===== src/design/msxu_pkg.sv =====
// Package for the MIPS subset execute unit: opcodes, event and error codes,
// fixed constants. No dependencies.
`default_nettype none
package msxu_pkg;
  localparam logic [31:0] TEXT_BASE = 32'h0040_0000;
  localparam logic [31:0] DATA_BASE = 32'h1000_0000;
  localparam logic [31:0] GP_RESET = 32'h1000_8000;
  localparam logic [31:0] START_RESET = 32'h0040_0000;
  localparam int DATA_BYTES_DEF = 1048576;

  localparam logic [5:0] OP_SPECIAL = 6'h00;
  localparam logic [5:0] OP_J = 6'h02;
  localparam logic [5:0] OP_JAL = 6'h03;
  localparam logic [5:0] OP_BEQ = 6'h04;
  localparam logic [5:0] OP_BNE = 6'h05;
  localparam logic [5:0] OP_ADDIU = 6'h09;
  localparam logic [5:0] OP_ANDI = 6'h0c;
  localparam logic [5:0] OP_LUI = 6'h0f;
  localparam logic [5:0] OP_TRAP = 6'h1a;
  localparam logic [5:0] OP_LW = 6'h23;
  localparam logic [5:0] OP_SW = 6'h2b;

  localparam logic [5:0] FN_SLL = 6'h00;
  localparam logic [5:0] FN_SRA = 6'h03;
  localparam logic [5:0] FN_JR = 6'h08;
  localparam logic [5:0] FN_MFHI = 6'h10;
  localparam logic [5:0] FN_MFLO = 6'h12;
  localparam logic [5:0] FN_MULT = 6'h18;
  localparam logic [5:0] FN_DIV = 6'h1a;
  localparam logic [5:0] FN_ADDU = 6'h21;
  localparam logic [5:0] FN_SUBU = 6'h23;
  localparam logic [5:0] FN_SLT = 6'h2a;

  localparam logic [3:0] TR_NEWLINE = 4'h0;
  localparam logic [3:0] TR_PRINT = 4'h1;
  localparam logic [3:0] TR_READ = 4'h5;
  localparam logic [3:0] TR_EXIT = 4'ha;

  localparam logic [2:0] EV_NONE = 3'd0;
  localparam logic [2:0] EV_NEWLINE = 3'd1;
  localparam logic [2:0] EV_PRINT = 3'd2;
  localparam logic [2:0] EV_READ = 3'd3;
  localparam logic [2:0] EV_EXIT = 3'd4;
  localparam logic [2:0] EV_ERROR = 3'd5;

  localparam logic [2:0] ER_NONE = 3'd0;
  localparam logic [2:0] ER_DIVZERO = 3'd1;
  localparam logic [2:0] ER_BADOP = 3'd2;
  localparam logic [2:0] ER_BADTRAP = 3'd3;
  localparam logic [2:0] ER_UNALIGNED = 3'd4;
  localparam logic [2:0] ER_RANGE = 3'd5;
  localparam logic [2:0] ER_FETCH = 3'd6;

  localparam logic [2:0] CFG_START = 3'd0;
  localparam logic [2:0] CFG_WORDS = 3'd1;

  // what the controller asks of the datapath
  typedef struct packed {
    logic load;     // latch instruction and input value
    logic decode;   // first execute step: register reads, simple ops
    logic mdu_go;   // start multiply or divide
    logic mem_rd;   // memory read issued
    logic finish;   // write back, update pc, present result
  } msxu_cmd_t;

  typedef struct packed {
    logic fetch_bad;
    logic is_muldiv;
    logic is_div;
    logic div_zero;
    logic is_load;
    logic mdu_done;
    logic halt_now;
  } msxu_sts_t;
endpackage
`default_nettype wire


===== src/design/msxu_ctrl.sv =====
// Controller state machine: sequences load, decode, multiply/divide, memory
// read and result. Depends on msxu_pkg.
`default_nettype none
module msxu_ctrl
  import msxu_pkg::*;
(
  input  wire logic      clk,
  input  wire logic      rst,
  input  wire logic      in_valid,
  output logic           in_ready,
  output logic           out_valid,
  input  wire logic      out_ready,
  input  wire msxu_sts_t sts,
  output msxu_cmd_t      cmd
);
  typedef enum logic [2:0] {S_IDLE, S_DEC, S_EXEC, S_MDU, S_MEM, S_FIN, S_OUT} state_t;
  state_t state;
  logic   halted;

  assign in_ready = (state == S_IDLE) && !halted;
  assign cmd.load = in_valid && in_ready;
  assign cmd.decode = state == S_DEC;
  assign cmd.mdu_go = (state == S_EXEC) && !sts.fetch_bad && sts.is_muldiv &&
                      !(sts.is_div && sts.div_zero);
  assign cmd.mem_rd = (state == S_EXEC);
  assign cmd.finish = state == S_FIN;

  always_ff @(posedge clk) begin
    if (rst) begin
      state <= S_IDLE;
      halted <= 1'b0;
      out_valid <= 1'b0;
    end else begin
      unique case (state)
        S_IDLE: if (cmd.load) state <= S_DEC;
        S_DEC: state <= S_EXEC;
        S_EXEC: state <= cmd.mdu_go ? S_MDU : S_FIN;
        S_MDU: if (sts.mdu_done) state <= S_FIN;
        S_MEM: state <= S_FIN;
        S_FIN: begin
          if (sts.fetch_bad || sts.halt_now) halted <= 1'b1;
          out_valid <= 1'b1;
          state <= S_OUT;
        end
        S_OUT: if (out_ready) begin
          out_valid <= 1'b0;
          state <= S_IDLE;
        end
        default: state <= S_IDLE;
      endcase
    end
  end
endmodule
`default_nettype wire


===== config.mk =====
export PLATFORM = sky130hd
export DESIGN_NAME = msxu_ctrl
export DESIGN_NICKNAME = d
export VERILOG_FILES = /design/src/design/msxu_pkg.sv /design/src/design/msxu_ctrl.sv
export SDC_FILE = /design/constraint.sdc
export NUM_CORES = 1
export LEC_CHECK = 0
export ABC_AREA = 1
export BUFFER_PORTS_ARGS = -buffer_cell sky130_fd_sc_hd__buf_2
export CELL_PAD_IN_SITES_DETAIL_PLACEMENT = 1
export CELL_PAD_IN_SITES_GLOBAL_PLACEMENT = 2
export CORE_MARGIN = 1.5
export CORE_UTILIZATION = 19
export CTS_CLUSTER_SIZE = 10
export DETAILED_ROUTE_END_ITERATION = 8
export GPL_TIMING_DRIVEN = 1
export PLACE_DENSITY_LB_ADDON = 0.1
export SETUP_SLACK_MARGIN = 0.5
export SLEW_MARGIN = 20
export SYNTH_ARGS = -nofsm -noshare
export SYNTH_HDL_FRONTEND = slang
export SYNTH_SLANG_ARGS = --single-unit

===== constraint.sdc =====
create_clock -name clk -period 3.1 [get_ports clk]
set_clock_uncertainty 0.05 [all_clocks]
set_input_delay 0.155 -clock clk [delete_from_list [all_inputs] [get_ports clk]]
set_output_delay 0.155 -clock clk [all_outputs]
set_load 0.02 [all_outputs]

==> results of run 1 <==
==> stage by stage <==
step                hold WS (ns)  worst slack (ns)  instance area [um2]  util [%]  power (mW)
floorplan                  0.174              1.79                  308         -       0.213
detailed placement         0.352              1.82                  408      27.1       0.267
CTS                       0.0903              1.55                  434      28.8       0.345
global placement           0.354              1.83                  408      27.1       0.268
finish                    0.0972              1.57                  434      28.8       0.339
global route              0.0978              1.42                  434      28.8       0.377
==> power by group through the flow <==
stage / clock network [mW] / logic, mW / registers (mW)
finish: 0.0761 / 0.165 / 0.0977
global route: 0.0863 / 0.190 / 0.100
CTS: 0.0792 / 0.168 / 0.0978
detailed placement: 0 / 0.168 / 0.0990
global placement: 0 / 0.167 / 0.100
floorplan: 0 / 0.118 / 0.0952
==> registers in the layout, indices dropped and copies added, names as in the netlist <==
signal,cells
state,3
halted,1
out_valid,1
==> worst paths after layout <==
kind,startpoint,endpoint,cells past startpoint
max reg2reg,state[0]$_SDFFE_PP0P_,state[0]$_SDFFE_PP0P_,6
min,rst,state[2]$_SDFFE_PP0P_,2
min reg2reg,out_valid$_SDFFE_PP0P_,out_valid$_SDFFE_PP0P_,2
max,state[1]$_SDFFE_PP0P_,cmd[2],6
==> placed cells by master (no fill, tap or decap) <==
master,count
clkbuf_4,3
or2_1,1
buf_2,16
a21oi_1,4
nand3_1,2
nor2_2,2
dfxtp_1,5
nand2_1,17
nor3b_1,1
inv_2,1
o21ai_0,1
nor2_1,13
clkbuf_1,1
inv_1,8
==> synth_stat cells <==
master and count:
nand2_1 17, or2_1 1, a21oi_1 4, inv_2 1, o21ai_0 1, dfxtp_1 5, nand3_1 2, inv_1 8
nor2_2 2, nor3b_1 1, nor2_1 13
==> cell families (layout without fill, tap and decap cells) <==
logic type      after synthesis  in the layout  share of synthesized area (%)
simple gates                 36             36                           48.4
compound gates                5              5                           8.13
flops                         5              5                           32.5
buf+inv                       9             29                           11.0
==> per-layer routing <==
metal,share of wire [%],up-vias,global-route usage (%)
li1,-,206,-
met1,46,180,13.3
met2,47,14,14.6
met3,7.4,0,6.38
met4,0,0,3.64
met5,0,-,0
==> area by class of cell <==
class                           count  area (um2)  area share (%)
Multi-Input combinational cell     41         174            40.1
Sequential cell                     5         100            23.1
Timing Repair Buffer               16        80.1            18.4
Inverter                            9        33.8            7.78
Clock buffer                        4        26.3            6.05
Tap cell                           16        20.0            4.61
==> run_results.csv, run 1 <==
group,metric,value,unit
worst_setup_path,cp.arrival,1.32,ns
die,io_pins,18,
die,core-area,0.00151,mm2
sta,worst_pin_slew,0.210,ns
power,ir_worst_vdd,0.000231,V
power,p_leak,0.255,nW
drt,drtIter0Drc,4,
placement,routabilityCongestion,0.665,
power,seqPwrFrac,28.8,%
finish,layout.cells.non_filler,91,
global_route,grt_pass1_vias,352,
drt,drc,0,
clocking,postCtsHoldBufs,0,
drt,num_vias,400,
finish,drive_gt1_share,29.3,%
synthesis,synth_area_leader_cell,"dfxtp_1",
worst_setup_path,critPathTopFamily,"simple AND/OR/NAND/NOR gates",
synthesis,syn_inst,55,
die,die_area,0.00187,mm2
worst_setup_path,cp_num_buf_inv,3,
power,netSwitchingFraction,45.9,%
finish,synthToLayoutAreaGrowth,41.1,%
placement,dp_hpwl,697,um
finish,num-nets-final,87,
worst_setup_path,cp.required,2.89,ns
drt,drt-pass1-iter-count,2,
power,clock_power_share,22.5,%
synthesis,synth_area_leaders,"dfxtp_1 33%, nand2_1 21%, nor2_1 16%, inv_1 9.8%, a21oi_1 6.5%",
synthesis,synth_nets,66,
run_status,status,"completed",
global_route,grt_pass1_wl,1410,um
run,maxCapViolCount,0,
clocking,root_buffer,"clkbuf_4",
power,intPower,183,uW
global_route,grt-ovfl-total,0,
worst_setup_path,crit_type,"reg2out",
global_route,grt_use_total,10.6,%
drt,drt-wirelength-per-cell,9.30,um
synthesis,ys.warnings.count,0,
drt,drt-total-wl,846,um
synthesis,syn_avg_cell_area,5.60,um2
clocking,cts_tree,"built",
global_route,antenna_found_initial,0,
sta,period_share,49.2,%
finish,diodes,0,
sta,max_slew_margin,86.0,%
worst_setup_path,cp_max_fo,4,
finish,fillers,215,
sta,setup_tns,0,ns
synthesis,synth.distinct_cells,11,
sta,final_hold_viol_count,0,
synthesis,synth_top_area_share,32.5,%
worst_setup_path,crit_chain,"inv_2 -> nor2_2 -> nand2_1 -> or2_1 -> inv_1 -> buf_2",
hold_path,hold_class,"in2reg",
drt,viasPerCell,4.40,
power,switchingPower,156,uW
clocking,cts_resized,0,
worst_setup_path,cp-end-kind,"output port",
power,power.density,781,mW/mm2
clocking,htree_levels,1,
worst_setup_path,cp_slowest_cell,"dfxtp_1",
clocking,clock-sinks,5,
sta,drv_slew,0,
die,die_w,43.3,um
synthesis,netlist_area,308,um2
worst_setup_path,critPathLaunchType,"register",
worst_setup_path,cpPeakStageDelay,0.38,ns
sta,fin_crit,1.53,ns
sta,rsz0062_at_grt,"false",
clocking,clock_latency,0.24,ns
clocking,cts_max_path_buffers,2,
placement,dpl.cell_count,87,
worst_setup_path,rrSetupSlack,1.90,ns
sta,fmax,656,MHz
die,die_y,43.3,um
sta,setup_viol,0,
synthesis,synth-seq-cells,5,
die,initial_core_util,20.4,%
clocking,cts.clk_slew.worst_paths,0.05,ns
die,rows,14,
clocking,post-cts-setup-buffers,0,
placement,io_buffers,16,
clocking,numCtsBuffers,3,
global_route,grt_start_max_net_pins,7,
power,combPwrFrac,48.7,%
drt,antenna_left,0,
synthesis,synth_seq_area_share,32.5,%
(Power assumes the default switching activity.)
==> run 2, diff against run 1 <==
Settings changed: CORE_UTILIZATION 19 to 17.
Clock period 3.1 ns to 1.55 ns, I/O delays scaled along.
==> run_results.csv, run 2 (synthesis results as in run 1) <==
group,metric,value,unit
run_status,status,"completed",
drt,num_vias,452,
placement,place_area,433,um2
global_route,grt_start_max_net_pins,7,
worst_setup_path,cp_max_fo,3,
drt,drtIter0Drc,3,
finish,design_area,664,um2
run,maxCapViolCount,0,
worst_setup_path,r2r.worst_path.cells,9,
worst_setup_path,crit_chain,"inv_4 -> nor2_4 -> nand2_2 -> or2_1 -> inv_1 -> buf_6",
finish,diodes,0,
worst_setup_path,cp.required,1.42,ns
sta,setup_tns,0,ns
drt,drt-total-wl,1060,um
clocking,postCtsHoldBufs,0,
clocking,clock-sinks,5,
sta,final_hold_viol_count,0,
die,die_w,45.6,um
global_route,grt_pass1_vias,387,
finish,num-nets-final,100,
sta,fmax,758,MHz
sta,rsz0062_at_grt,"true",
drt,drt-wirelength-per-cell,9.41,um
drt,drt-pass1-iter-count,2,
die,die_y,45.6,um
drt,antenna_left,0,
placement,dp_hpwl,745,um
sta,setup_viol,0,
worst_setup_path,critPathTopFamily,"flip-flops",
sta,max_slew_margin,88.9,%
global_route,grt_use_total,11.0,%
clocking,numCtsBuffers,3,
sta,period_share,85.1,%
die,rows,15,
sta,fin_crit,1.32,ns
sta,worst_pin_slew,0.166,ns
sta,fin_ws,0.232,ns
power,p_leak,0.335,nW
worst_setup_path,crit_type,"reg2out",
hold_path,whs_path_depth,2,
power,power.density,1430,mW/mm2
die,initial_core_util,18.0,%
finish,synthToLayoutAreaGrowth,116,%
placement,routabilityCongestion,0.674,
global_route,grt-ovfl-total,0,
worst_setup_path,cp-end-kind,"output port",
placement,dpl.cell_count,96,
finish,fin_util,38.9,%
finish,reg_top3,"state (3), halted (1), out_valid (1)",
clocking,cts_max_path_buffers,2,
clocking,cts_tree,"built",
finish,layout.cells.non_filler,113,
placement,io_buffers,16,
finish,drive_gt1_share,62.5,%
finish,regMostFlops,"state",
finish,largest_reg_flops,3,
die,io_pins,18,
drt,viasPerCell,4.00,
worst_setup_path,cp_num_buf_inv,3,
power,ir_worst_vdd,0.000495,V
drt,drc,0,
global_route,antenna_found_initial,0,
clocking,clock_latency,0.24,ns
worst_setup_path,rrSetupSlack,0.26,ns
clocking,htree_levels,1,
worst_setup_path,cp.arrival,1.19,ns
worst_setup_path,cp_slowest_cell,"dfxtp_4",
worst_setup_path,critPathLaunchType,"register",
sta,drv_slew,0,
clocking,cts.clk_slew.worst_paths,0.04,ns
die,core-area,0.00171,mm2
die,die_area,0.00207,mm2
worst_setup_path,cpPeakStageDelay,0.37,ns
clocking,root_buffer,"clkbuf_4",
finish,final_cell_mix,"11 x nand2_1, 11 x buf_2, 10 x buf_4, 9 x nor2_1, 8 x buf_6",
global_route,grt_pass1_wl,1580,um
hold_path,hold_class,"in2reg",
placement,place_ws,0.277,ns
worst_setup_path,cp.depth,6,
[run 2: cell types whose count changed in the layout (fill, tap and decap cells not counted), moves of 2 or more]
cell and change:
nor2_4 +3, buf_2 -5, dfxtp_4 +2, inv_1 -2
buf_4 +10, a21oi_1 -3, nand2_2 +5, inv_4 +2
nor2_1 -4, a21oi_2 +3, dfxtp_1 -3, nand2_1 -6
buf_6 +8
[run 2: power breakdown]
part           internal (mW)  switching (mW)  leakage, nW
logic                  0.279           0.296        0.277
clock network         0.0972          0.0513       0.0150
registers              0.170          0.0557       0.0425
[run 2: layout make-up]
cell class,instances,area (um2)
flip-flops and latches,5,109
fillers,234,1040
inverters,9,38.8
multi-input cells,41,239
well taps,25,31.3
clock buffers,4,26.3
repair buffers,29,220
[run 2: worst reg2reg max path: stages, from the launching register on]
cell     delay [ns]
dfxtp_4        0.37
inv_4          0.04
nor2_4         0.08
nand2_2        0.05
or2_1          0.22
buf_4          0.14
buf_6          0.10
nand2_2        0.05
nor2_2         0.04
nor2_1         0.08
[run 2: through the flow]
stage	hold slack, ns	total power [mW]
after floorplan	0.0925	0.448
after global placement	0.279	0.559
after detailed placement	0.271	0.554
after CTS	0.0121	0.896
after global routing	0.0147	1.02
final	0.0134	0.950
[run 2: path summary, 6_finish.rpt]
check / from / to
setup / recovery: state[1]$_SDFFE_PP0P_ / cmd[2]
hold / removal: rst / state[2]$_SDFFE_PP0P_
setup reg to reg: state[1]$_SDFFE_PP0P_ / state[1]$_SDFFE_PP0P_
hold reg to reg: out_valid$_SDFFE_PP0P_ / out_valid$_SDFFE_PP0P_
[run 2: timing repair]
item	4_1_cts	5_1_grt
resized for setup	27	10
setup endpoints to repair	10	11
setup buffers	8	5
pin swaps	7	10
cloned	0	0
[run 2: metal layers]
layer / part of all wire (%) / track usage, % / vias to the layer above
li1: - / - / 233
met1: 44 / 14.1 / 207
met2: 51 / 16.3 / 12
met3: 5.2 / 5.95 / 0
met4: 0 / 1.76 / 0
met5: 0 / 0 / -
